### config.mk
export PLATFORM = sky130hd
export DESIGN_NAME = fixed_size_free_list_allocator
export DESIGN_NICKNAME = d
export VERILOG_FILES = /design/src/fsla_pkg.sv /design/src/fsla_ctrl.sv /design/src/fsla_datapath.sv /design/src/fixed_size_free_list_allocator.sv
export SDC_FILE = /design/constraint.sdc
export NUM_CORES = 2
export LEC_CHECK = 0
export BUFFER_PORTS_ARGS = -buffer_cell sky130_fd_sc_hd__buf_4
export CORE_ASPECT_RATIO = 1.1
export CORE_MARGIN = 1
export CORE_UTILIZATION = 55
export CTS_BUF_LIST = sky130_fd_sc_hd__clkbuf_8
export DETAILED_ROUTE_END_ITERATION = 6
export PLACE_DENSITY = 0.74
export SLEW_MARGIN = 20
export SYNTH_ARGS = -nofsm -noshare
export SYNTH_HDL_FRONTEND = slang
export SYNTH_SLANG_ARGS = --single-unit
export TNS_END_PERCENT = 1
### constraint.sdc
create_clock -name clk -period 17.95 [get_ports clk]
set_input_delay 3.59 -clock clk [delete_from_list [all_inputs] [get_ports clk]]
set_output_delay 3.59 -clock clk [all_outputs]
set_load 0.005 [all_outputs]
### src/fsla_pkg.sv
`timescale 1ns / 1ps
`default_nettype none

package fsla_pkg;

  localparam int MAX_OBJECTS_DEFAULT = 256;

  localparam int INDEX_W  = 8;
  localparam int COUNT_W  = 9;
  localparam int BYTES_W  = 17;
  localparam int HDR_W    = 7;
  localparam int OFFSET_W = 25;
  localparam int SIZE_W   = BYTES_W + 1;
  localparam int CFG_IDX_W = 2;

  // link store never holds more than this many entries, indices are 8 bits
  localparam int INDEX_SPAN = 1 << INDEX_W;

  localparam logic [COUNT_W-1:0] HEAD_NONE = COUNT_W'(INDEX_SPAN);
  localparam logic [SIZE_W-1:0]  ALIGN_MASK = SIZE_W'(15);

  localparam logic [1:0] ACT_ALLOC   = 2'd0;
  localparam logic [1:0] ACT_FREE    = 2'd1;
  localparam logic [1:0] ACT_REBUILD = 2'd2;

  localparam logic [CFG_IDX_W-1:0] REG_OBJECT_BYTES  = 2'd0;
  localparam logic [CFG_IDX_W-1:0] REG_OBJECT_COUNT  = 2'd1;
  localparam logic [CFG_IDX_W-1:0] REG_HEADER_OFFSET = 2'd2;

  localparam logic [BYTES_W-1:0] OBJECT_BYTES_RESET  = BYTES_W'(16);
  localparam logic [COUNT_W-1:0] OBJECT_COUNT_RESET  = COUNT_W'(256);
  localparam logic [HDR_W-1:0]   HEADER_OFFSET_RESET = '0;

  typedef struct packed {
    logic [1:0]         action;
    logic [INDEX_W-1:0] free_index;
  } in_word_t;

  typedef struct packed {
    logic                status;
    logic [INDEX_W-1:0]  obj_index;
    logic [OFFSET_W-1:0] obj_offset;
  } out_word_t;

  typedef enum logic [1:0] {
    ST_IDLE,
    ST_EXEC,
    ST_MUL,
    ST_FIN
  } state_t;

  typedef struct packed {
    logic load;
    logic exec;
    logic mul;
    logic fin;
  } ctl_cmd_t;

endpackage

`default_nettype wire

### src/fsla_ctrl.sv
`timescale 1ns / 1ps
`default_nettype none

module fsla_ctrl
  import fsla_pkg::*;
(
  input  wire logic clk,
  input  wire logic rst,
  input  wire logic start,
  output logic      busy,
  output logic      done,
  output ctl_cmd_t  cmd
);

  state_t state, state_next;

  always_ff @(posedge clk) begin
    if (rst) begin
      state <= ST_IDLE;
      done  <= 1'b0;
    end else begin
      state <= state_next;
      done  <= (state == ST_FIN);
    end
  end

  always_comb begin
    state_next = state;
    cmd        = '0;
    case (state)
      ST_IDLE: begin
        if (start) begin
          cmd.load   = 1'b1;
          state_next = ST_EXEC;
        end
      end
      ST_EXEC: begin
        cmd.exec   = 1'b1;
        state_next = ST_MUL;
      end
      ST_MUL: begin
        cmd.mul    = 1'b1;
        state_next = ST_FIN;
      end
      ST_FIN: begin
        cmd.fin    = 1'b1;
        state_next = ST_IDLE;
      end
      default: state_next = ST_IDLE;
    endcase
  end

  assign busy = (state != ST_IDLE);

endmodule

`default_nettype wire

### src/fsla_datapath.sv
`timescale 1ns / 1ps
`default_nettype none

module fsla_datapath
  import fsla_pkg::*;
#(
  parameter int MAX_OBJECTS = MAX_OBJECTS_DEFAULT
) (
  input  wire logic                 clk,
  input  wire logic                 rst,
  input  wire ctl_cmd_t             cmd,
  input  wire in_word_t             request,
  input  wire logic                 cfg_valid,
  input  wire logic [CFG_IDX_W-1:0] cfg_index,
  input  wire logic [BYTES_W-1:0]   cfg_data,
  output out_word_t                 result
);

  localparam int DEPTH  = (MAX_OBJECTS < INDEX_SPAN) ? MAX_OBJECTS : INDEX_SPAN;
  localparam int SLOT_W = $clog2(DEPTH);
  localparam logic [COUNT_W-1:0] CAP = COUNT_W'(DEPTH);

  // index modulo MAX_OBJECTS, worked out at elaboration
  logic [SLOT_W-1:0] slot_tab [INDEX_SPAN];
  for (genvar i = 0; i < INDEX_SPAN; i++) begin : g_slot
    assign slot_tab[i] = SLOT_W'(i % MAX_OBJECTS);
  end

  logic [BYTES_W-1:0] object_bytes;
  logic [COUNT_W-1:0] object_count;
  logic [HDR_W-1:0]   header_offset;

  logic [COUNT_W-1:0] head;
  logic [COUNT_W-1:0] untouched;

  logic [1:0]         act;
  logic [INDEX_W-1:0] fidx;

  logic [INDEX_W-1:0] link_mem [DEPTH];
  logic [INDEX_W-1:0] link_rd;

  logic               res_status;
  logic               res_live;
  logic [INDEX_W-1:0] res_idx;
  logic [OFFSET_W-1:0] prod;

  logic [COUNT_W-1:0] eff_count;
  logic [SIZE_W-1:0]  size;
  logic               head_valid;
  logic               wr_en;
  logic [INDEX_W-1:0] wr_data;
  logic [COUNT_W-1:0] fresh_diff;

  assign eff_count  = (object_count > CAP) ? CAP : object_count;
  assign size       = ({1'b0, object_bytes} + ALIGN_MASK) & ~ALIGN_MASK;
  assign head_valid = (head != HEAD_NONE);
  assign wr_en      = cmd.exec && (act == ACT_FREE);
  assign wr_data    = head_valid ? head[INDEX_W-1:0] : fidx;
  assign fresh_diff = eff_count - untouched;

  always_ff @(posedge clk) begin
    if (rst) begin
      object_bytes  <= OBJECT_BYTES_RESET;
      object_count  <= OBJECT_COUNT_RESET;
      header_offset <= HEADER_OFFSET_RESET;
    end else if (cfg_valid) begin
      case (cfg_index)
        REG_OBJECT_BYTES:  object_bytes  <= cfg_data;
        REG_OBJECT_COUNT:  object_count  <= cfg_data[COUNT_W-1:0];
        REG_HEADER_OFFSET: header_offset <= cfg_data[HDR_W-1:0];
        default: ;
      endcase
    end
  end

  // link store, read at the head every cycle so the link is ready on exec
  always_ff @(posedge clk) begin
    if (wr_en) begin
      link_mem[slot_tab[fidx]] <= wr_data;
    end
    link_rd <= link_mem[slot_tab[head[INDEX_W-1:0]]];
  end

  always_ff @(posedge clk) begin
    if (cmd.load) begin
      act  <= request.action;
      fidx <= request.free_index;
    end
  end

  always_ff @(posedge clk) begin
    if (rst) begin
      head      <= HEAD_NONE;
      untouched <= CAP;
    end else if (cmd.exec) begin
      case (act)
        ACT_ALLOC: begin
          if (head_valid) begin
            // a link pointing at itself ends the pushed chain
            head <= (link_rd == head[INDEX_W-1:0]) ? HEAD_NONE : {1'b0, link_rd};
          end else if (untouched != '0) begin
            untouched <= untouched - 1'b1;
          end
        end
        ACT_FREE:    head <= {1'b0, fidx};
        ACT_REBUILD: begin
          head      <= HEAD_NONE;
          untouched <= eff_count;
        end
        default: ;
      endcase
    end
  end

  always_ff @(posedge clk) begin
    if (cmd.exec) begin
      res_status <= 1'b0;
      res_live   <= 1'b0;
      res_idx    <= '0;
      if (act == ACT_ALLOC) begin
        if (head_valid) begin
          res_live <= 1'b1;
          res_idx  <= head[INDEX_W-1:0];
        end else if (untouched != '0) begin
          res_live <= 1'b1;
          // count lowered since rebuild: hand out object zero
          res_idx  <= (eff_count >= untouched) ? fresh_diff[INDEX_W-1:0] : '0;
        end else begin
          res_status <= 1'b1;
        end
      end
    end
    if (cmd.mul) begin
      prod <= OFFSET_W'(res_idx) * OFFSET_W'(size);
    end
    if (cmd.fin) begin
      result.status     <= res_status;
      result.obj_index  <= res_idx;
      result.obj_offset <= res_live ? (prod + OFFSET_W'(header_offset)) : '0;
    end
  end

endmodule

`default_nettype wire

### src/fixed_size_free_list_allocator.sv
`timescale 1ns / 1ps
`default_nettype none

// LIFO free-list allocator for equal-sized objects. A request word is taken
// when start is high and busy is low; done is then high for exactly one cycle
// with its result word on result, and cannot be held off by the receiver.
// Each request passes through link update, index times size multiply and
// header add before the result is shown, and busy keeps a new request out
// until then; a new request may be started in the cycle that the previous
// result is shown. Configuration writes are always ready and take effect at once;
// write them only while the block is idle.
module fixed_size_free_list_allocator
  import fsla_pkg::*;
#(
  parameter int MAX_OBJECTS = MAX_OBJECTS_DEFAULT
) (
  input  wire logic                 clk,
  input  wire logic                 rst,
  input  wire logic                 start,
  output logic                      busy,
  input  wire in_word_t             request,
  output logic                      done,
  output out_word_t                 result,
  input  wire logic                 cfg_valid,
  output logic                      cfg_ready,
  input  wire logic [CFG_IDX_W-1:0] cfg_index,
  input  wire logic [BYTES_W-1:0]   cfg_data
);

  ctl_cmd_t cmd;

  assign cfg_ready = 1'b1;

  fsla_ctrl u_ctrl (
    .clk   (clk),
    .rst   (rst),
    .start (start),
    .busy  (busy),
    .done  (done),
    .cmd   (cmd)
  );

  fsla_datapath #(
    .MAX_OBJECTS (MAX_OBJECTS)
  ) u_datapath (
    .clk       (clk),
    .rst       (rst),
    .cmd       (cmd),
    .request   (request),
    .cfg_valid (cfg_valid),
    .cfg_index (cfg_index),
    .cfg_data  (cfg_data),
    .result    (result)
  );

endmodule

`default_nettype wire

-- Yosys cells after proc, flatten, opt, wreduce, memory -nomap -nowiden
Memory sizes are Yosys's and may differ from the RTL's. A register that Yosys moved wholly into a read port is not among the register bits.
Cells that the tools add are included.
- add/sub/neg operators: 4
- order comparisons: 4
- equal/unequal tests: 13
- reductions and logical operators: 14
- multiply operators: 1
- muxes and demuxes: 27
- bitwise logic cells: 3
- operators by type and width (cell ; number):
    8-bit 2-to-1 mux ; 8
    9-bit 2-to-1 mux ; 5
    9-bit one-hot mux with 3 select lines ; 1
    25-bit by 7-bit adder with 25-bit output ; 1
    8-bit by 14-bit multiplier with 21-bit output ; 1
    17-bit by 4-bit adder with 18-bit output, second input constant ; 1
    9-bit greater-or-equal comparator, second input constant ; 2
    8-bit NOT with 9-bit output ; 2
    9-bit one-hot mux with 2 select lines ; 1
    1-bit 2-to-1 mux ; 10
    9-bit greater-or-equal comparator ; 1
    9-bit greater-than comparator, second input constant ; 1
    9-bit inequality test, second input constant ; 1
    9-bit nonzero test ; 1
    9-bit by 1-bit subtractor with 9-bit output, second input constant ; 1
    2-bit == test, second input constant ; 4
    8-bit == test ; 1
    2-bit one-hot mux with 4 select lines ; 1
    8-bit subtractor ; 1
    2-bit by 1-bit == test with 1-bit output, second input constant ; 3
    2-bit logical NOT ; 3
    2-bit AND reduction ; 3
    2-bit by 1-bit inequality test with 1-bit output, second input constant ; 2
    2-bit inequality test, second input constant ; 2
    other kinds (8) ; 9
- output and inout port bits: 37
- flip-flop bits (word level): 129
- RAM bits: 2048
- bits of input ports: 33
- logic and storage cells: 85
- memories: 3
- bits in read-only memories: 4096
- memories (memory ; depth ; bits a word ; read ports ; clocked after memory_dff ; write ports ; line ; source):
    (no name shown) ; 256 ; 8 ; 1 ; 0 ; 0 ; fsla_datapath.sv:81 ; link_rd <= link_mem[slot_tab[head[INDEX_W-1:0]]];
    (no name shown) ; 256 ; 8 ; 1 ; 0 ; 0 ; fsla_datapath.sv:79 ; link_mem[slot_tab[fidx]] <= wr_data;
    u_datapath.link_mem ; 256 ; 8 ; 1 ; 1 ; 1 ; fsla_datapath.sv:39 ; logic [INDEX_W-1:0] link_mem [DEPTH];

-- Depth between registers and ports, before layout
- depth after elaboration: 6
- depth in mapped cells: 23
- mapped depth without buffers: 23

-- By module
A second synthesis with hierarchy kept.
- cell total of the unflattened synthesis: 4798
- area, all modules: 89733.6 um^2
- modules (own cells, without submodules) (module ; cells an instance ; times used ; area each (um^2) ; seq. area each (um^2)):
    fsla_datapath ; 4777 ; 1 ; 89539.6 ; 64932.3
    fsla_ctrl ; 19 ; 1 ; 182.7 ; 60.1
    fixed_size_free_list_allocator ; 2 ; 1 ; 11.3 ; 0.0

-- Least setup slack after synthesis
OpenSTA, ideal clock, no wires.
- path kind: register to register
- from: register u_datapath.object_bytes[0]
- to: register u_datapath.prod[22] (data pin)
- setup time: 258 ps
- stages on the path, launching flop included: 22
- slack: 12235 ps
- data arrival time: 5457 ps
- buffers on the path: 0
- data required time: 17692 ps
- period minus slack after synthesis: 5715 ps
- cells stage by stage: dfxtp_1 > o41ai_2 > nor4_4 > nand4_1 > nor2_1 > xnor2_1 > nor2b_1 > fa_1 > inv_1 > fa_1 > fa_1 > fa_1 > inv_1 > ha_1 > nand3_1 > nand2_1 > a311oi_1 > o21ai_0 > a21oi_1 > nor2b_1 > o21a_1 > o221a_2
- longest elaborated chain between the ends: 2
- ends and longest elaborated chain (item ; line ; source):
    from (decl) ; fsla_datapath.sv:29 ; logic [BYTES_W-1:0] object_bytes;
    from (signal assigned) ; fsla_datapath.sv:68 ; REG_OBJECT_BYTES: object_bytes <= cfg_data;
    17-bit by 4-bit adder with 18-bit output ; fsla_datapath.sv:55 ; assign size = ({1'b0, object_bytes} + ALIGN_MASK) & ~ALIGN_MASK;
    8-bit by 14-bit multiplier with 21-bit output ; fsla_datapath.sv:134 ; prod <= OFFSET_W'(res_idx) * OFFSET_W'(size);
    to (signal assigned) ; fsla_datapath.sv:134 ;
    to (decl) ; fsla_datapath.sv:45 ; logic [OFFSET_W-1:0] prod;
No other way between the ends.
A chain may end at the register's enable or synchronous reset.

-- Worst setup path in the final report
Same ends and word-level chain as after synthesis.

==> run_results.csv <==
group,metric,value,unit
finish,seqCellArea,65010,um^2
pwr,p_leak,31.37,nW
synth,syn_nets,5068,
timing,rsz0062_at_grt,"no",
place,placedCellCount,6897,
timing,worst_slew_pin_slew,1.342,ns
die,die-height,425.5,um
critical_path,start_kind,"flip-flop",
timing,finalSetupTns,0,ns
clocking,cts_tree,"built",
die,die_w,387.0,um
critical_path,crit_path_end,"u_datapath.prod[22]$_DFFE_PP_",
timing,relSlewSlack,9.556,%
synth,yosysWarnings,0,
critical_path,required,18.75,ns
critical_path,cp_num_buf_inv,2,
synth,ys_ff_latch,2185,
finish,multi_input_area,22860,um^2
critical_path,path_class,"flip-flop to flip-flop",
clocking,cts_setup_buffers,0,
clocking,cts_inserted_buffers,341,
grt,grt_overflow,0,
finish,final_core_utilization,60.64,%
pwr,vdd_drop_max,0.0002034,V
route,vias,48189,
synth,synth-async-reset-ratio,0,%
synth,ys_dominant_reg_cell,"edfxtp_1",
grt,grt_pass1_vias,47747,
run,maxCapViolations,0,
timing,skew,0.07026,ns
critical_path,startpoint,"u_datapath.object_bytes[0]$_SDFFE_PP0P_",
route,wirelength,221.8,mm
clocking,ctsHoldBuffers,0,
die,start_util,55.30,%
grt,grt_max_degree,118,
critical_path,cp_data_arrival_time,7.33,ns
finish,finalNetCount,5290,
finish,final_layout_size_suffix_gt1_share,18.62,%
place,globalplace.congestion,0.8699,
critical_path,cpMostUsedCell,"fa_1",
finish,syn_to_final_growth,9.656,%
timing,period_needed,6.531,ns
finish,final_cells,7486,
critical_path,cp.depth,21,
critical_path,r2r_start,"u_datapath.object_bytes[0]$_SDFFE_PP0P_",
route,detail-route-antenna-nets,0,
synth,synth_top_cell_by_area,"edfxtp_1",
critical_path,cp-end-kind,"flip-flop",
pwr,power_density,158.8,nW/um^2
clocking,worstSkewPairLatency,1.04,ns
timing,finalMaxSlewViolations,0,
clocking,cts-resized-gates,0,
synth,syn_area,89650,um^2
critical_path,slowest_delay,0.67,ns
critical_path,reg2reg_to,"u_datapath.prod[22]$_DFFE_PP_",
synth,synth_cell_types,75,
route,drcViolationCount,0,
synth,synth_top_area_share,71.11,%
route,wire_per_inst,29.62,um
timing,final-setup-viol-count,0,
place,portBuffers,68,
critical_path,slowest_stage,"o41ai_2",
die,num_rows,155,
route,dr.pass1.iters,6,
route,drtIter0Drc,5785,
critical_path,reg2reg_slack,11.42,ns
synth,synth_edf_count,2123,
critical_path,path_delay_family,"adder cells",
synth,yosysSeqAreaShare,72.49,%
critical_path,crit_chain,"o41ai_2 -> nor4_4 -> nand4_1 -> nor2_1 -> xnor2_1 -> nor2b_1 -> fa_1 -> inv_1 -> fa_1 -> fa_1 -> fa_1 -> inv_1 -> ha_1 -> nand2_1 -> nand2_1 -> a311oi_1 -> o21ai_0 -> a21oi_1 -> nor2b_1 -> o21a_1 -> o221a_2",
synth,syn_inst,4900,
grt,antenna_found_initial,5,
route,viasPerCell,6.437,
die,pin_count,70,
clocking,clockBufferDepth,4,
timing,finalHoldWorstSlack,0.4651,ns
critical_path,r2r_cells,21,
timing,max_freq,153.1,MHz
clocking,htreeDepth,5,
synth,syn_avg_cell_area,18.30,um^2
timing,hold_viol,0,
die,core,162100,um^2
synth,synthTopCellsByArea,"edfxtp_1, mux4_2, mux2i_1, fa_1, nor2_1",
clocking,cts_sinks,2185,
hold_path,hold_path_class,"flip-flop to flip-flop",
place,pre_cts_ws,11.40,ns
finish,fillers,11297,
outcome,status,"completed",
clocking,ctsRootBufferMaster,"clkbuf_8",
grt,grt_pass1_wl,321.9,mm
clocking,path_clk_slew,0.06,ns
place,hpwl,134.1,mm
critical_path,crit_path_max_fanout,8,
die,dieArea,164600,um^2
timing,worst_slack,11.42,ns
grt,grt_use_total,26.91,%
timing,period_share,36.38,%
per-stage QoR:
stage / power [W] / area [um^2]
detailed placement: 0.01183 / 92180
global placement: 0.01170 / 92180
global route: 0.01608 / 98310
finish: 0.01562 / 98310
CTS: 0.01559 / 98250
floorplan: 0.01028 / 89650
layout by cell type, fill, tap and decap left out, types with 6 or more instances in the layout:
| cell | instances |
|---|---|
| a32o_1 | 6 |
| ha_1 | 61 |
| mux4_2 | 391 |
| mux2_2 | 7 |
| nand2_1 | 149 |
| a221oi_1 | 16 |
| nand2b_1 | 30 |
| a211oi_1 | 23 |
| a21o_1 | 7 |
| bufinv_16 | 9 |
| o211ai_1 | 6 |
| dfxtp_1 | 56 |
| a22oi_1 | 27 |
| a21oi_1 | 122 |
| edfxtp_1 | 2123 |
| o22ai_1 | 70 |
| and2_1 | 53 |
| mux2i_1 | 334 |
| nor3_1 | 45 |
| clkbuf_8 | 356 |
| nand4_1 | 10 |
| fa_1 | 73 |
| o221ai_1 | 133 |
| or3_1 | 6 |
| xnor2_1 | 41 |
| xor2_1 | 17 |
| nor2_1 | 362 |
| nand3_1 | 41 |
| o21ai_0 | 64 |
| clkinv_1 | 74 |
| buf_4 | 152 |
| and3_1 | 15 |
| nor2b_1 | 83 |
| clkinv_2 | 29 |
| inv_1 | 218 |
| a31oi_1 | 18 |
| nor4_1 | 9 |
| o21a_1 | 11 |
power by group:
group | switching, W | total [W] | internal [W] | leakage, nW
sequential | 0.000159 | 0.00715 | 0.00699 | 19.9
clock | 0.00187 | 0.00382 | 0.00195 | 3.52
combinational | 0.00331 | 0.00465 | 0.00133 | 7.97
total | 0.00534 | 0.0156 | 0.0103 | 31.4
metal layers:
metal | GRT usage (%) | part of all wire (%) | vias to the layer above | routed length [um]
li1 | - | - | 20094 | -
met1 | 35.57 | 37 | 24693 | 82370
met2 | 42.87 | 48 | 2863 | 106400
met3 | 6.362 | 10 | 535 | 22920
met4 | 12.06 | 4.5 | 4 | 10080
met5 | 0 | 0.012 | - | 26
synth_stat cells (7+ instances only):
library cell,instances
a211oi_1,23
nand4_1,10
nand2_1,152
and3_1,15
dfxtp_1,62
a22oi_1,27
nor2b_1,84
mux2_2,7
nand3_1,44
nand2b_1,31
and2_1,53
clkbuf_1,154
buf_6,29
buf_1,15
edfxtp_1,2123
mux2i_1,334
a31oi_1,18
o21ai_0,64
a221oi_1,16
mux4_2,391
a21o_1,12
fa_1,73
buf_4,42
o221ai_1,133
o22ai_1,70
inv_1,108
buf_2,42
nor4_1,10
ha_1,62
xnor2_1,41
xor2_1,17
nor2_1,364
o21a_1,11
a21oi_1,122
nor3_1,45
area by class of cell:
type                    count  area share, %
flip-flops and latches   2185          66.13
multi-input cells        2322          23.26
clock buffers             356          4.984
well taps                2119          2.697
repair buffers            162          1.320
clock inverters           229          1.184
inverters                 110         0.4225
diodes                      3       0.007636
state kept, by name (all words and copies together) (netlist names):
| signal | cells |
|---|---|
| u_datapath.header_offset | 7 |
| u_datapath.object_count | 9 |
| u_datapath.link_rd | 8 |
| u_datapath.head | 9 |
| u_ctrl.state | 2 |
| u_datapath.res_idx | 8 |
| u_datapath.prod | 21 |
| u_datapath.link_mem | 2048 |
| u_datapath.object_bytes | 17 |
| u_datapath.untouched | 9 |
| u_datapath.res_live | 1 |
| u_datapath.result | 34 |
| u_ctrl.done | 1 |
| u_datapath.fidx | 8 |
| u_datapath.res_status | 1 |
| u_datapath.act | 2 |
worst min-delay path by stage:
stage / start / end / slack [ns] / cells past startpoint
5_1_grt: u_datapath.object_bytes[5]$_SDFFE_PP0P_ / u_datapath.object_bytes[5]$_SDFFE_PP0P_ / 0.48 / 2
3_5_place_dp: u_datapath.object_bytes[8]$_SDFFE_PP0P_ / u_datapath.object_bytes[8]$_SDFFE_PP0P_ / 0.45 / 2
4_1_cts: u_datapath.object_bytes[8]$_SDFFE_PP0P_ / u_datapath.object_bytes[8]$_SDFFE_PP0P_ / 0.46 / 2
6_report: u_datapath.object_bytes[8]$_SDFFE_PP0P_ / u_datapath.object_bytes[8]$_SDFFE_PP0P_ / 0.47 / 2
2_1_floorplan: u_datapath.res_status$_SDFFCE_PN0P_ / u_datapath.result[33]$_DFFE_PP_ / 0.40 / 0
3_3_place_gp: u_datapath.untouched[6]$_SDFFE_PP0P_ / u_datapath.untouched[6]$_SDFFE_PP0P_ / 0.44 / 2
kinds of logic after synthesis:
kind of cell    Yosys count  share of synthesized area (%)
fa+ha+maj               135                          2.495
buf+inv                 393                          2.141
flops                  2185                          72.49
mux                     732                          13.64
other cells               1                       0.004183
simple gates            840                          4.353
xor+xnor                 58                         0.5666
compound gates          556                          4.310
worst reg2reg max path: stages, from the launching register on:
cell      delay [ns]
dfxtp_1         0.33
o41ai_2         0.67
nor4_4          0.12
nand4_1         0.24
nor2_1          0.09
xnor2_1         0.50
nor2b_1         0.15
fa_1            0.55
inv_1           0.05
fa_1            0.55
fa_1            0.43
fa_1            0.50
inv_1           0.04
ha_1            0.35
nand2_1         0.11
nand2_1         0.06
a311oi_1        0.50
o21ai_0         0.20
a21oi_1         0.37
nor2b_1         0.10
o21a_1          0.18
o221a_2         0.22
(Power assumes the default switching activity.)
